===== src/hw/rtl/jeo_pkg.sv =====
package jeo_pkg;

   localparam int MAX_PEOPLE = 32;
   localparam int IDX_W = $clog2(MAX_PEOPLE);
   localparam int CNT_W = $clog2(MAX_PEOPLE + 1);
   localparam int PERSON_W = 6;
   localparam int POS_W = 8;

   typedef struct packed {
      logic [5:0] person_count;
      logic [7:0] start_position;
      logic [7:0] step_count;
   } req_type;

   typedef struct packed {
      logic [5:0] person_number;
      logic       is_survivor;
      logic       last;
   } rsp_type;

   // Commands from the controller to the datapath.
   typedef struct packed {
      logic load;
      logic init_write;
      logic prime;
      logic load_move;
      logic load_step;
      logic step;
      logic remove;
      logic survivor;
   } jeo_cmd_type;

   // Status from the datapath to the controller.
   typedef struct packed {
      logic init_done;
      logic cnt_zero;
      logic left_gt1;
      logic left_gt2;
   } jeo_status_type;

endpackage


===== src/hw/rtl/jeo_datapath.sv =====
module jeo_datapath
   import jeo_pkg::*;
(
   input  logic           clock,
   input  logic           reset,
   input  jeo_cmd_type    cmd,
   input  req_type        req_item,
   output jeo_status_type status,
   output rsp_type        rsp_item
);

   logic [IDX_W-1:0] ring_mem [MAX_PEOPLE];

   logic [CNT_W-1:0] n_ff, n_in;
   logic [CNT_W-1:0] left_ff, left_in;
   logic [IDX_W-1:0] cur_ff, cur_in;
   logic [IDX_W-1:0] prev_ff, prev_in;
   logic [IDX_W-1:0] idx_ff, idx_in;
   logic [IDX_W-1:0] rd_ff;
   logic [POS_W-1:0] cnt_ff, cnt_in;
   logic [POS_W-1:0] k_ff, k_in;
   logic [POS_W-1:0] m_ff, m_in;
   rsp_type          rsp_ff, rsp_in;

   logic [CNT_W-1:0] idx_next;
   logic [CNT_W-1:0] req_n;
   logic [IDX_W-1:0] rd_addr;
   logic [IDX_W-1:0] init_data;
   logic [PERSON_W-1:0] person;

   assign idx_next  = {{(CNT_W-IDX_W){1'b0}}, idx_ff} + CNT_W'(1);
   assign init_data = (idx_next < n_ff) ? IDX_W'(idx_next) : '0;
   assign rd_addr   = cmd.prime ? '0 : rd_ff;
   assign person    = PERSON_W'({1'b0, cur_ff} + {{IDX_W{1'b0}}, 1'b1});

   // Zero people counts as one; counts above the ring size saturate.
   always_comb begin
      if (req_item.person_count == '0) begin
         req_n = CNT_W'(1);
      end else if (int'(req_item.person_count) > MAX_PEOPLE) begin
         req_n = CNT_W'(MAX_PEOPLE);
      end else begin
         req_n = CNT_W'(req_item.person_count);
      end
   end

   always_comb begin
      n_in    = n_ff;
      left_in = left_ff;
      cur_in  = cur_ff;
      prev_in = prev_ff;
      idx_in  = idx_ff;
      cnt_in  = cnt_ff;
      k_in    = k_ff;
      m_in    = m_ff;
      rsp_in  = rsp_ff;
      if (cmd.load) begin
         n_in    = req_n;
         left_in = req_n;
         cur_in  = '0;
         prev_in = IDX_W'(req_n - CNT_W'(1));
         idx_in  = '0;
         k_in    = req_item.start_position;
         m_in    = req_item.step_count;
      end
      if (cmd.init_write) begin
         idx_in = idx_ff + IDX_W'(1);
      end
      if (cmd.load_move) begin
         cnt_in = (k_ff == '0) ? '0 : k_ff - POS_W'(1);
      end
      if (cmd.load_step) begin
         cnt_in = (m_ff == '0) ? '0 : m_ff - POS_W'(1);
      end
      if (cmd.step) begin
         prev_in = cur_ff;
         cur_in  = rd_ff;
         cnt_in  = cnt_ff - POS_W'(1);
      end
      if (cmd.remove) begin
         cur_in  = rd_ff;
         left_in = left_ff - CNT_W'(1);
         rsp_in  = '{person_number: person, is_survivor: 1'b0, last: 1'b0};
      end
      if (cmd.survivor) begin
         rsp_in = '{person_number: person, is_survivor: 1'b1, last: 1'b1};
      end
   end

   always_ff @(posedge clock) begin
      if (cmd.init_write) begin
         ring_mem[idx_ff] <= init_data;
      end else if (cmd.remove) begin
         ring_mem[prev_ff] <= rd_ff;
      end
      if (cmd.prime || cmd.step || cmd.remove) begin
         rd_ff <= ring_mem[rd_addr];
      end
   end

   always_ff @(posedge clock) begin
      if (reset) begin
         left_ff <= '0;
         cur_ff  <= '0;
         prev_ff <= '0;
         cnt_ff  <= '0;
         idx_ff  <= '0;
      end else begin
         left_ff <= left_in;
         cur_ff  <= cur_in;
         prev_ff <= prev_in;
         cnt_ff  <= cnt_in;
         idx_ff  <= idx_in;
      end
   end

   always_ff @(posedge clock) begin
      n_ff   <= n_in;
      k_ff   <= k_in;
      m_ff   <= m_in;
      rsp_ff <= rsp_in;
   end

   assign status.init_done = (idx_next == n_ff);
   assign status.cnt_zero  = (cnt_ff == '0);
   assign status.left_gt1  = (left_ff > CNT_W'(1));
   assign status.left_gt2  = (left_ff > CNT_W'(2));
   assign rsp_item         = rsp_ff;

endmodule


===== src/hw/rtl/jeo_ctrl.sv =====
module jeo_ctrl
   import jeo_pkg::*;
(
   input  logic           clock,
   input  logic           reset,
   input  logic           start,
   input  jeo_status_type status,
   output jeo_cmd_type    cmd,
   output logic           busy,
   output logic           rsp_strobe
);

   typedef enum logic [2:0] {
      ST_IDLE,
      ST_INIT,
      ST_PRIME,
      ST_MOVE,
      ST_COUNT,
      ST_REMOVE,
      ST_SURV
   } state_type;

   state_type state_ff, state_in;
   logic      strobe_ff;

   always_comb begin
      cmd      = '0;
      state_in = state_ff;
      unique case (state_ff)
         ST_IDLE: begin
            if (start) begin
               cmd.load = 1'b1;
               state_in = ST_INIT;
            end
         end
         ST_INIT: begin
            cmd.init_write = 1'b1;
            if (status.init_done) begin
               state_in = ST_PRIME;
            end
         end
         ST_PRIME: begin
            cmd.prime     = 1'b1;
            cmd.load_move = 1'b1;
            state_in      = ST_MOVE;
         end
         ST_MOVE: begin
            if (!status.cnt_zero) begin
               cmd.step = 1'b1;
            end else if (status.left_gt1) begin
               cmd.load_step = 1'b1;
               state_in      = ST_COUNT;
            end else begin
               state_in = ST_SURV;
            end
         end
         ST_COUNT: begin
            if (!status.cnt_zero) begin
               cmd.step = 1'b1;
            end else begin
               state_in = ST_REMOVE;
            end
         end
         ST_REMOVE: begin
            cmd.remove = 1'b1;
            if (status.left_gt2) begin
               cmd.load_step = 1'b1;
               state_in      = ST_COUNT;
            end else begin
               state_in = ST_SURV;
            end
         end
         ST_SURV: begin
            cmd.survivor = 1'b1;
            state_in     = ST_IDLE;
         end
         default: begin
            state_in = ST_IDLE;
         end
      endcase
   end

   always_ff @(posedge clock) begin
      if (reset) begin
         state_ff  <= ST_IDLE;
         strobe_ff <= 1'b0;
      end else begin
         state_ff  <= state_in;
         strobe_ff <= cmd.remove || cmd.survivor;
      end
   end

   assign busy       = (state_ff != ST_IDLE);
   assign rsp_strobe = strobe_ff;

endmodule


===== src/hw/rtl/josephus_elimination_order_top.sv =====
// Sequence: with n people (after clamping), start k and step m (zero as one), a request
// fills the ring of n links, primes the read, makes k-1 moves and a check, then per
// removal makes m-1 counting steps, a check and a removal, then gives the survivor.
// Each beat shows on rsp_strobe in the cycle after it is made; the receiver cannot stall it.
// Busy stays high until the survivor is given; a new request is taken only while idle.
// Synchronous active-high reset returns the controller to idle; the ring holds no reset.
module josephus_elimination_order_top
   import jeo_pkg::*;
(
   input  logic    clock,
   input  logic    reset,
   input  logic    start,
   input  req_type req_item,
   output logic    busy,
   output logic    rsp_strobe,
   output rsp_type rsp_item
);

   jeo_cmd_type    cmd;
   jeo_status_type status;

   // The controller sequences ring fill, the walk to the start person, and the
   // count/remove loop; it owns the strobe that marks each result beat.
   jeo_ctrl u_ctrl (
      .clock      (clock),
      .reset      (reset),
      .start      (start),
      .status     (status),
      .cmd        (cmd),
      .busy       (busy),
      .rsp_strobe (rsp_strobe)
   );

   // The datapath holds the ring links in a small memory whose registered read
   // always carries the successor of the current person, so each step of the
   // walk needs a single read. It also holds the counters and the result register.
   jeo_datapath u_datapath (
      .clock    (clock),
      .reset    (reset),
      .cmd      (cmd),
      .req_item (req_item),
      .status   (status),
      .rsp_item (rsp_item)
   );

endmodule


===== config.mk =====
export PLATFORM = sky130hd
export DESIGN_NAME = josephus_elimination_order_top
export DESIGN_NICKNAME = d
export VERILOG_FILES = /design/src/hw/rtl/jeo_pkg.sv /design/src/hw/rtl/jeo_datapath.sv /design/src/hw/rtl/jeo_ctrl.sv /design/src/hw/rtl/josephus_elimination_order_top.sv
export SDC_FILE = /design/constraint.sdc
export NUM_CORES = 1
export LEC_CHECK = 0
export ABC_AREA = 0
export BUFFER_PORTS_ARGS = -buffer_cell sky130_fd_sc_hd__buf_2
export CAP_MARGIN = 20
export CORE_AREA = 2 2 155 157
export CTS_CLUSTER_SIZE = 16
export DETAILED_ROUTE_END_ITERATION = 12
export DIE_AREA = 0 0 157 159
export GPL_ROUTABILITY_DRIVEN = 0
export SLEW_MARGIN = 20
export SYNTH_ARGS = -nofsm -noshare
export SYNTH_HDL_FRONTEND = slang
export SYNTH_SLANG_ARGS = --single-unit

===== constraint.sdc =====
create_clock -name clock -period 8.3 [get_ports clock]
set_input_delay 0.415 -clock clock [delete_from_list [all_inputs] [get_ports clock]]
set_output_delay 0.415 -clock clock [all_outputs]
set_load 0.02 [all_outputs]

; Yosys cells after proc, flatten, opt, wreduce, memory -nomap -nowiden
; Memory sizes are Yosys's and may differ from the RTL's. A register that Yosys moved wholly into a read port is not among the register bits.
; Cells that the tools add are included.
[totals]
reg_bits = 62
latchBits = 0
ramBits = 160
romBits = 0
in_bits = 25
elab_cells = 100
n_memories = 1
[memory_table]
columns = name, words, word_bits, rd, rd_clocked_by_memory_dff, write_ports, line_no
row1 = u_datapath.ring_mem, 32, 5, 1, 1, 1, jeo_datapath.sv:12  ; logic [IDX_W-1:0] ring_mem [MAX_PEOPLE];
[classes]
addsub = 8
multipliers = 0
div = 0
n_lt_le_gt_ge = 4
n_eq_ne = 11
n_shift = 0
mux = 46
bitwise = 0
reduce_logical = 18
[op_table]
columns = op, n
row1 = 8-bit 2-to-1 mux, 7
row2 = 5-bit 2-to-1 mux, 10
row3 = 8-bit logical NOT, 3
row4 = 6-bit 2-to-1 mux, 4
row5 = 8-bit by 1-bit subtractor with 8-bit output (second input constant), 3
row6 = 3-bit one-hot mux with 6 select lines, 1
row7 = 1-bit 2-to-1 mux, 16
row8 = 5-bit by 1-bit adder with 6-bit output (second input constant), 2
row9 = 3-bit 2-to-1 mux, 4
row10 = 3-bit == test (second input constant), 3
row11 = 3-bit nonzero test, 3
row12 = 2-bit nonzero test, 4
row13 = 3-bit by 2-bit == test with 1-bit output (second input constant), 2
row14 = 6-bit == test, 1
row15 = 6-bit by 1-bit greater-than comparator with 1-bit output (second input constant), 1
row16 = 6-bit by 2-bit greater-than comparator with 1-bit output (second input constant), 1
row17 = 6-bit greater-than comparator (second input constant), 1
row18 = 6-bit logical NOT, 1
row19 = 6-bit less-than comparator, 1
row20 = 2-bit 2-to-1 mux, 3
row21 = 6-bit by 1-bit subtractor with 6-bit output (second input constant), 1
row22 = 5-bit by 1-bit adder with 5-bit output (second input constant), 1
row23 = 5-bit OR reduction, 1
row24 = 5-bit by 1-bit subtractor with 5-bit output (second input constant), 1
row25 = other kinds (8), 12

; Longest topological paths before layout
; Gate-level depths: netlist of the first run.
[logic_depth]
word_depth = 7
ltp_mapped = 10
ltp_nobuf = 9

; Modules after synthesis
; Synthesis of the first run repeated with hierarchy kept, for this count alone.
[unflattened]
cells_unflattened = 800
hier_area_um2 = 10269.8
[modules_own_cells]
columns = mod, instances, cells_each, area_per_inst_um2, seq_area_each_um2
row1 = jeo_datapath, 1, 757, 9962.1, 6396.1
row2 = jeo_ctrl, 1, 43, 307.8, 80.1

; Worst setup path after synthesis of the first run
; OpenSTA, ideal clock, no wires.
[synth_timing]
path_type = flip-flop to flip-flop
start = reg u_datapath.idx_ff[0]
end = mem u_datapath.ring_mem[0][0] (netlist name), data pin
setup_ns = 0.454
arrival_ns = 2.994
required_ns = 7.846
path_slack_ns = 4.852
path_stages_with_launch = 9
period_less_slack_ns = 3.448
path_cell_list = dfxtp_1 > ha_1 > nand3_1 > xnor2_1 > ha_1 > nor2b_1 > o21ai_0 > o211ai_1 > o21ai_0
[synth_via]
elab_chain_cells = 4
[synth_rtl]
columns = element, line_no
row1 = start: declaration, jeo_datapath.sv:18  ; logic [IDX_W-1:0] idx_ff, idx_in;
row2 = start signal: assignment, jeo_datapath.sv:113  ; idx_ff <= idx_in;
row3 = 5-bit by 1-bit adder with 6-bit output (*), jeo_datapath.sv:31  ; assign idx_next = {{(CNT_W-IDX_W){1'b0}}, idx_ff} + CNT_W'(1);
row4 = 6-bit less-than comparator, jeo_datapath.sv:32  ; assign init_data = (idx_next < n_ff) ? IDX_W'(idx_next) : '0;
row5 = 5-bit 2-to-1 mux (*), jeo_datapath.sv:32
row6 = 5-bit 2-to-1 mux (no source line) (*), -
row7 = end: declaration, jeo_datapath.sv:12
; Mark *: on every way between the ends. The rest lies on a longest branch, timed or not.

; Worst setup path after layout of the first run
[layout_timing]
start = reg u_ctrl.state_ff[2]
end = reg u_datapath.rd_ff[3] (read register of u_datapath.ring_mem), data pin
[layout_via]
elab_chain_cells = 5
word_cells_on_any_way = 11
classes_between = eq/ne (4) / mux (4) / reduce/logical (3)
[layout_rtl]
columns = element, line_no
row1 = start: declaration, jeo_ctrl.sv:23  ; state_type state_ff, state_in;
row2 = start signal: assignment, jeo_ctrl.sv:88  ; state_ff <= state_in;
row3 = 3-bit == test / 3-bit by 2-bit == test with 1-bit output (equally long branches), jeo_ctrl.sv:29  ; unique case (state_ff)
row4 = 2-bit OR reduction (no source line), -
row5 = 1-bit 2-to-1 mux, -
row6 = 1-bit logical OR (2 in series), jeo_datapath.sv:96  ; if (cmd.prime || cmd.step || cmd.remove) begin
row7 = end: declaration, jeo_datapath.sv:19  ; logic [IDX_W-1:0] rd_ff;
; Several ways; a longest one is shown, not always the timed one.
; A chain may end at the register's enable or synchronous reset.

==> impl_metrics.csv, run 1 <==
group,metric,value,unit
global_routing,grt_overflow,0,
logic_synthesis,ys_warn_count,0,
floorplanning,die_y,159,um
power,p_leak,4.05,nW
layout,fin_cells,1183,
drt,route.vias.total,6652,
worst_setup_path,cp-startpoint,"u_ctrl.state_ff[2]$_SDFFE_PP0P_",
worst_setup_path,cp_data_arrival_time,3.55,ns
drt,drt-vias-per-instance,5.62,
place,pre_cts_slack,4.75,ns
sta,hold_viol,0,
clocking,htree_levels,1,
worst_setup_path,crit_path_end_kind,"flop",
layout,mostFrequentLayoutCells,"193 x edfxtp_1, 85 x nor2_1, 54 x nand2_1",
clocking,ctsResizeCount,0,
power,vdd_drop_max,0.000181,V
clocking,cts_made_buffers,26,
floorplanning,core,23200,um2
logic_synthesis,synthTopCellsByArea,"edfxtp_1 56%, dfxtp_1 6.6%, mux4_2 4.1%",
sta,min_period,3.28,ns
power,clock_power_share,33.4,%
global_routing,grt_pass1_vias,6525,
clocking,insertion_delay,0.52,ns
power,switching_power,1.10,mW
sta,rsz0062_at_grt,"false",
global_routing,grt_max_degree,55,
place,port-buffer-count,34,
sta,maxSlewHeadroom,45.0,%
drt,wl_met2,10500,um
logic_synthesis,syn_inst,820,
clocking,ctsHoldBuffers,0,
logic_synthesis,synth.distinct_cells,73,
clocking,cts-root-buf,"clkbuf_16",
worst_setup_path,cp-start-kind,"flop",
power,swShare,30.7,%
drt,routed-wl-met3,1250,um
drt,met1Wirelength,10700,um
hold_path,min_path_cells,1,
worst_setup_path,r2r_cells,6,
sta,max_freq,0.305,GHz
global_routing,grt_use_total,18.4,%
clocking,cts_setup_buffers,0,
drt,drcViolationCount,0,
drt,wl,22900,um
layout,fin_util,50.4,%
logic_synthesis,synth_top_cell_by_area,"edfxtp_1",
floorplanning,dieArea,25000,um2
status,outcome,"finished, final reports clean",
floorplanning,io-pin-count,35,
sta,fin_skew,0.0138,ns
logic_synthesis,syn_area,10300,um2
clocking,cts.clk_slew.worst_paths,0.06,ns
floorplanning,rows,56,
power,combPwrFrac,24.8,%
layout,final_nets,887,
worst_setup_path,required,8.57,ns
place,dp_hpwl,14600,um
power,seq_power_share,41.8,%
drt,wl_per_cell,19.4,um
drt,drt_iter0_drc,426,
logic_synthesis,ys_seq_elements,227,
floorplanning,dieWidth,157,um
floorplanning,start_util,44.6,%
global_routing,grt_pass1_wl,36200,um
global_routing,antenna_found_initial,0,
hold_path,hp-start,"req_item[7]",
clocking,cts.sinks,227,
sta,fin_crit_sh,39.6,%
drt,drt_pass1_iterations,5,
drt,dr.max_layer_used,"met4",
sta,worst_pin_slew,0.819,ns
clocking,cts_tree,"built",
sta,setup_violations,0,
sta,layout_setup_ws,5.02,ns
power,p_int,2.49,mW
logic_synthesis,synth_flop_cell,"edfxtp_1",
layout,drive_gt1_share,14.5,%
worst_setup_path,r2r-start,"u_ctrl.state_ff[2]$_SDFFE_PP0P_",
layout,layout_commonest_cell,"edfxtp_1",
logic_synthesis,yosysSeqAreaShare,62.6,%
logic_synthesis,synth_edf_count,193,
clocking,cts_max_path_buffers,3,
drt,ant_nets,0,
logic_synthesis,async_reset_ff_share,0,%
sta,drv_slew,0,
run,cap_viol_max_count,0,
layout,diodes,0,
worst_setup_path,critPathMaxFanout,43,
sta,tns,0,ns
worst_setup_path,path_class,"reg -> reg",
hold_path,hold_class,"in -> reg",
layout,area_delta_synth_final,13.1,%
logic_synthesis,synth_nets,862,
logic_synthesis,synth_top_area_share,56.1,%
power,p_per_area,307,nW/um2
place,placed_cells,1136,
logic_synthesis,syn_area_per_cell,12.6,um2
-- path summary, 6_finish.rpt --
kind | to | slack (ns)
max | u_datapath.rd_ff[3]$_DFFE_PP_ | 5.02
min | u_datapath.m_ff[7]$_DFFE_PP_ | 0.07
max reg2reg | u_datapath.rd_ff[3]$_DFFE_PP_ | 5.02
min reg2reg | u_datapath.rsp_item[0]$_SDFFE_PP1P_ | 0.49
-- cell families (layout without fill, tap and decap cells) --
group | Yosys count | in the layout | synth area share, %
xor+xnor | 14 | 14 | 1.19
mux | 50 | 50 | 7.15
compound gates | 172 | 172 | 11.0
fa+ha+maj | 17 | 17 | 2.06
flops | 227 | 227 | 62.6
simple gates | 266 | 266 | 13.0
buf+inv | 74 | 118 | 3.04
-- sequential cells by signal, indices dropped and copies added (netlist names), 6 cells and up --
signal               count
u_datapath.n_ff          6
u_datapath.m_ff          8
u_datapath.k_ff          8
u_datapath.left_ff       6
u_datapath.ring_mem    160
u_datapath.cnt_ff        8
u_datapath.rsp_item      7
-- power by group through the flow --
stage / combinational (mW) / sequential [mW] / clock, mW
2_1_floorplan: 0.686 / 1.47 / 0
4_1_cts: 0.897 / 1.50 / 1.22
5_1_grt: 0.986 / 1.52 / 1.27
6_report: 0.892 / 1.50 / 1.20
3_3_place_gp: 0.884 / 1.52 / 0
3_5_place_dp: 0.889 / 1.52 / 0
-- critical path, stage by stage (launching register included) --
cell and delay (ns):
dfxtp_1 0.80, or3b_1 0.20, buf_4 0.46, nand2_2 0.50, or4_1 0.53, and3_1 0.20, o32a_1 0.32
-- stage by stage --
step | hold slack [ns] | area [um2] | total power, mW
5_1_grt | 0.0615 | 11700 | 3.77
6_report | 0.0740 | 11700 | 3.60
2_1_floorplan | 0.466 | 10300 | 2.16
3_3_place_gp | 0.489 | 10800 | 2.41
3_5_place_dp | 0.488 | 10800 | 2.41
4_1_cts | 0.0565 | 11700 | 3.62
-- Yosys cell counts (4+ instances only) --
cell type and instances:
nand2_1 55, clkbuf_1 29, o221a_2 4, a31oi_1 12, o21ai_0 34, buf_2 7
nand3_1 24, nand2b_1 21, a22oi_1 6, a21oi_1 46, and3_1 11, mux4_2 19
ha_1 17, o21ai_1 5, a221oi_1 5, xnor2_1 9, a211oi_1 15, dfxtp_1 34
nor3_1 15, xor2_1 5, nor2_1 85, nor3b_1 4, nor2b_1 9, nor4_1 10
inv_1 29, o22ai_1 13, a22o_1 5, a2bb2oi_1 4, edfxtp_1 193, mux2i_1 30
-- final cells by class --
class | instances | area [um2]
Fill cell | 2002 | 11500
Tap cell | 319 | 399
Inverter | 30 | 113
Multi-Input combinational cell | 519 | 3580
Sequential cell | 227 | 6480
Clock buffer | 35 | 726
Clock inverter | 12 | 185
Timing Repair Buffer | 41 | 223
-- metal layers --
layer  vias up  global-route usage (%)
met5         -                       0
met3        38                    3.05
met4         0                    4.84
met2       168                    28.9
li1       3164                       -
met1      3282                    26.8
(Power assumes the default switching activity.)
==> inputs of run 2 (changes only) <==
- ABC_AREA: 0 -> 1
- CORE_AREA: 2 2 155 157 -> 2 2 159 161
- DIE_AREA: 0 0 157 159 -> 0 0 161 163
- clock period: 8.3 -> 2.9 ns (I/O delays scaled with it)
==> impl_metrics.csv, run 2 <==
group,metric,value,unit
place,port-buffer-count,34,
clocking,ctsHoldBuffers,18,
worst_setup_path,rrSetupSlack,0.28,ns
worst_setup_path,cp_data_arrival_time,2.83,ns
clocking,cts_setup_buffers,0,
clocking,insertion_delay,0.52,ns
clocking,ctsResizeCount,0,
worst_setup_path,cp-start-kind,"flop",
floorplanning,rows,58,
logic_synthesis,ys_warn_count,0,
logic_synthesis,synth_top_area_share,53.2,%
place,placed_cells,1485,
global_routing,grt_max_degree,83,
sta,setup_violations,0,
worst_setup_path,r2r-start,"u_datapath.idx_ff[0]$_SDFFE_PP0P_",
logic_synthesis,synth_nets,1187,
run,cap_viol_max_count,0,
global_routing,grt_overflow,0,
drt,ant_nets,0,
place,dp_hpwl,15900,um
floorplanning,dieWidth,161,um
layout,layout_commonest_cell,"nand2_1",
power,p_leak,5.12,nW
logic_synthesis,synth_common_cells,"255 x nand2_1, 193 x edfxtp_1, 174 x nand3_1",
layout,drive_gt1_share,10.3,%
floorplanning,die_y,163,um
power,p_per_area,976,nW/um2
status,outcome,"finished, final reports clean",
logic_synthesis,syn_area,10900,um2
worst_setup_path,required,3.11,ns
sta,fin_skew,0.0174,ns
global_routing,antenna_found_initial,0,
logic_synthesis,synth_top_cell_by_area,"edfxtp_1",
hold_path,hold_class,"in -> reg",
worst_setup_path,r2r_cells,10,
logic_synthesis,synthTopCellsByArea,"edfxtp_1 53%, nand2_1 8.8%, nand3_1 8.0%",
layout,fillers,2257,
layout,area_delta_synth_final,15.2,%
worst_setup_path,crit_path_end_kind,"flop",
clocking,cts.sinks,227,
floorplanning,dieArea,26200,um2
sta,tns,0,ns
layout,fin_util,50.8,%
place,place_area,11500,um2
logic_synthesis,ys_seq_elements,227,
logic_synthesis,syn_area_per_cell,9.51,um2
logic_synthesis,async_reset_ff_share,0,%
power,total_power,12.2,mW
layout,fin_cells,1547,
drt,route.vias.total,7959,
drt,wl_per_cell,16.3,um
global_routing,grt_pass1_wl,39500,um
layout,final_nets,1241,
drt,drt_iter0_drc,644,
layout,mostFrequentLayoutCells,"255 x nand2_1, 193 x edfxtp_1, 174 x nand3_1",
sta,holdWs,0.0138,ns
logic_synthesis,syn_inst,1145,
worst_setup_path,critPathMaxFanout,32,
sta,min_period,2.62,ns
sta,layout_setup_ws,0.278,ns
clocking,cts_made_buffers,24,
clocking,cts_tree,"built",
sta,fin_crit_sh,90.4,%
drt,drcViolationCount,0,
global_routing,grt_use_total,19.1,%
clocking,cts-root-buf,"clkbuf_16",
layout,largest_reg_flops,160,
hold_path,hp-start,"req_item[20]",
clocking,cts_max_path_buffers,3,
power,vdd_drop_max,0.000654,V
place,pre_cts_slack,0.279,ns
sta,maxSlewHeadroom,45.9,%
hold_path,whs_endpoint,"u_datapath.n_ff[4]$_DFFE_PP_",
drt,drt-vias-per-instance,5.14,
layout,fin_area,12500,um2
layout,regMostFlops,"u_datapath.ring_mem",
logic_synthesis,synth_flop_cell,"edfxtp_1",
global_routing,grt_pass1_vias,7607,
layout,diodes,0,
sta,max_freq,0.381,GHz
floorplanning,core,24700,um2
layout,seq_area,6480,um2
layout,multi_input_area,3670,um2
sta,rsz0062_at_grt,"false",
floorplanning,io-pin-count,35,
clocking,htree_levels,1,
worst_setup_path,reg2reg_to,"u_datapath.ring_mem[16][2]$_DFFE_PP_",
logic_synthesis,yosysSeqAreaShare,59.5,%
logic_synthesis,synth_edf_count,193,
logic_synthesis,synth.distinct_cells,34,
sta,drv_slew,0,
drt,drt_pass1_iterations,7,
logic_synthesis,yosysMostFrequentCell,"nand2_1",
clocking,cts.clk_slew.worst_paths,0.06,ns
worst_setup_path,path_class,"reg -> reg",
sta,hold_viol,0,
hold_path,min_path_cells,3,
floorplanning,start_util,44.1,%
drt,wl,25300,um
sta,worst_pin_slew,0.803,ns
==> run 2: cell types whose count changed in the layout (fill, tap and decap cells not counted), sizes merged, moves of 19 or more <==
cell / before / now
inv: 30 / 145
nand3b: 4 / 65
buf: 41 / 61
mux4: 19 / 0
nand2: 58 / 259
nand2b: 21 / 0
mux2i: 30 / 0
nand3: 24 / 176
==> run 2: worst max path at each step <==
stage / slack (ns) / cells after the start / from / to
finish: 0.28 / 10 / u_datapath.idx_ff[0]$_SDFFE_PP0P_ / u_datapath.ring_mem[16][2]$_DFFE_PP_
floorplan: -0.47 / 8 / u_datapath.idx_ff[0]$_SDFFE_PP0P_ / u_datapath.ring_mem[0][0]$_DFFE_PP_
global placement: 0.33 / 10 / u_datapath.idx_ff[0]$_SDFFE_PP0P_ / u_datapath.ring_mem[23][2]$_DFFE_PP_
CTS: 0.26 / 10 / u_datapath.idx_ff[0]$_SDFFE_PP0P_ / u_datapath.ring_mem[17][1]$_DFFE_PP_
detailed placement: 0.28 / 10 / u_datapath.idx_ff[0]$_SDFFE_PP0P_ / u_datapath.ring_mem[19][1]$_DFFE_PP_
global route: 0.06 / 10 / u_datapath.idx_ff[0]$_SDFFE_PP0P_ / u_datapath.ring_mem[16][2]$_DFFE_PP_
==> run 2: final cells by class <==
type                            count  area share (%)
Timing Repair Buffer               79            4.81
Inverter                          146            4.37
Sequential cell                   227            51.6
Tap cell                          330            3.29
Clock buffer                       32            5.44
Clock inverter                     12            1.20
Multi-Input combinational cell    721            29.3
==> run 2: worst max-delay path, cell delays in order (launching register included) <==
cell	delay (ns)
dfxtp_1	0.44
ha_1	0.22
nand3_1	0.10
xor2_1	0.27
inv_1	0.11
ha_1	0.31
nand4_1	0.13
o221ai_1	0.21
buf_4	0.22
o21ai_2	0.06
buf_4	0.25
==> run 2: per-layer routing <==
metal	global-route usage [%]	vias up	routed length (um)
met5	0	-	0
li1	-	3964	-
met3	2.50	33	1190
met1	24.8	3778	11000
met2	34.1	184	12700
met4	4.22	0	401
==> run 2: logic make-up after synthesis <==
logic type,Yosys count,synth area share [%]
buf+inv,197,7.24
simple gates,603,25.7
compound gates,84,4.28
xor+xnor,17,1.37
flops,227,59.5
fa+ha+maj,17,1.95
==> run 2: where the power goes <==
part / internal, mW / leakage (nW) / switching, mW
clock: 1.92 / 0.393 / 1.27
sequential: 4.11 / 2.05 / 0.239
combinational: 1.45 / 2.68 / 3.26
total: 7.48 / 5.12 / 4.76
==> inputs of run 3 (changes only) <==
- clock period: 2.9 -> 3.15 ns (I/O delays scaled with it)
==> impl_metrics.csv, run 3 (synthesis gave the netlist of run 2 again) <==
group,metric,value,unit
worst_setup_path,cp-start-kind,"flop",
sta,hold_viol,0,
drt,wl,24700,um
layout,multi_input_area,3670,um2
sta,tns,0,ns
sta,drv_slew,0,
power,total_power,11.2,mW
drt,drt-vias-per-instance,5.13,
sta,fin_skew,0.0116,ns
place,dp_hpwl,15700,um
layout,diodes,0,
global_routing,grt_use_total,19.1,%
layout,layout_commonest_cell,"nand2_1",
sta,fin_crit_sh,85.7,%
power,p_leak,5.08,nW
status,outcome,"finished, final reports clean",
clocking,cts_max_path_buffers,3,
worst_setup_path,path_class,"reg -> reg",
floorplanning,dieWidth,161,um
worst_setup_path,crit_buf_inv,2,
worst_setup_path,cp_data_arrival_time,2.86,ns
worst_setup_path,crit_family,"simple AND/OR/NAND/NOR gates",
power,vdd_drop_max,0.000552,V
clocking,htree_levels,1,
worst_setup_path,path_common_cell,"inv_2",
drt,drcViolationCount,0,
place,port-buffer-count,34,
power,p_per_area,899,nW/um2
worst_setup_path,cpPeakStageDelay,0.54,ns
floorplanning,core,24700,um2
place,placed_cells,1480,
hold_path,hold_class,"in -> reg",
global_routing,grt_pass1_vias,7926,
worst_setup_path,path_cells,"inv_2 > nor2_4 > nand2_2 > inv_2 > nand2_1 > o21ai_0 > nand3_1 > nor2_1",
layout,drive_gt1_share,9.74,%
layout,largest_reg_flops,160,
sta,holdWs,0.0396,ns
clocking,insertion_delay,0.52,ns
clocking,cts_setup_buffers,0,
global_routing,grt_max_degree,62,
sta,worst_pin_slew,0.837,ns
layout,seq_area,6480,um2
sta,setup_violations,0,
drt,wl_per_cell,16.1,um
clocking,cts_made_buffers,24,
worst_setup_path,crit_path_end_kind,"flop",
run,cap_viol_max_count,0,
drt,drt_iter0_drc,500,
floorplanning,start_util,44.1,%
floorplanning,io-pin-count,35,
layout,fillers,2309,
floorplanning,rows,58,
layout,final_nets,1235,
layout,area_delta_synth_final,14.3,%
clocking,cts.clk_slew.worst_paths,0.06,ns
clocking,cts.sinks,227,
worst_setup_path,crit_path_top_delay_cell,"nor2_1",
global_routing,antenna_found_initial,0,
layout,mostFrequentLayoutCells,"255 x nand2_1, 193 x edfxtp_1, 174 x nand3_1",
floorplanning,dieArea,26200,um2
global_routing,grt_pass1_wl,39900,um
layout,fin_cells,1541,
worst_setup_path,required,3.31,ns
worst_setup_path,critPathMaxFanout,13,
floorplanning,die_y,163,um
drt,ant_nets,0,
clocking,cts_tree,"built",
global_routing,grt_overflow,0,
layout,regMostFlops,"u_datapath.ring_mem",
drt,drt_pass1_iterations,5,
clocking,cts-root-buf,"clkbuf_16",
sta,max_freq,0.370,GHz
sta,rsz0062_at_grt,"false",
sta,maxSlewHeadroom,43.6,%
drt,route.vias.total,7904,
sta,min_period,2.70,ns
run 3: cell type report:
cell class              count  area share [%]
well taps                 330            3.32
inverters                 146            4.40
repair buffers             73            4.06
clock inverters            14            1.42
multi-input cells         721            29.5
clock buffers              30            5.26
flip-flops and latches    227            52.0
run 3: report_power, final:
group | leakage, nW | switching [mW] | internal (mW)
clock network | 0.395 | 1.13 | 1.80
registers | 2.05 | 0.213 | 3.78
logic | 2.63 | 2.98 | 1.28
run 3: stage by stage:
step | area, um2 | worst slack [ns] | utilization, %
after global routing | 12400 | 0.222 | 50.4
after global placement | 11400 | 0.522 | 46.4
after floorplan | 10900 | -0.216 | -
final | 12400 | 0.450 | 50.4
after CTS | 12400 | 0.453 | 50.4
after detailed placement | 11400 | 0.474 | 46.4
run 3: layer usage:
| metal | GRT usage (%) | up-vias | share of wire [%] |
|---|---|---|---|
| met2 | 35.4 | 172 | 51 |
| met5 | 0 | - | 0 |
| li1 | - | 3955 | - |
| met3 | 2.19 | 37 | 4.7 |
| met1 | 23.9 | 3740 | 43 |
| met4 | 4.87 | 0 | 2.0 |
run 3: worst register-to-register path, cell delays in order, from the launching register on:
cell	delay, ns
dfxtp_1	0.39
inv_2	0.09
nor2_4	0.13
nand2_2	0.15
inv_2	0.30
nand2_1	0.08
o21ai_0	0.15
nand3_1	0.52
nor2_1	0.55
run 3: worst paths after layout:
kind | startpoint | to | slack [ns] | cells after the start
max reg2reg | u_ctrl.state_ff[0]$_SDFFE_PP0P_ | u_datapath.ring_mem[19][1]$_DFFE_PP_ | 0.45 | 8
min | req_item[16] | u_datapath.n_ff[0]$_DFFE_PP_ | 0.04 | 3
max | u_ctrl.state_ff[0]$_SDFFE_PP0P_ | u_datapath.ring_mem[19][1]$_DFFE_PP_ | 0.45 | 8
min reg2reg | u_datapath.cur_ff[4]$_SDFFE_PP0P_ | u_datapath.cur_ff[4]$_SDFFE_PP0P_ | 0.46 | 2
run 3: repair_timing:
item | CTS | global route
hold buffers | 17 | 0
endpoints found under the hold margin | 18 | 0
gates resized for setup | 0 | 0
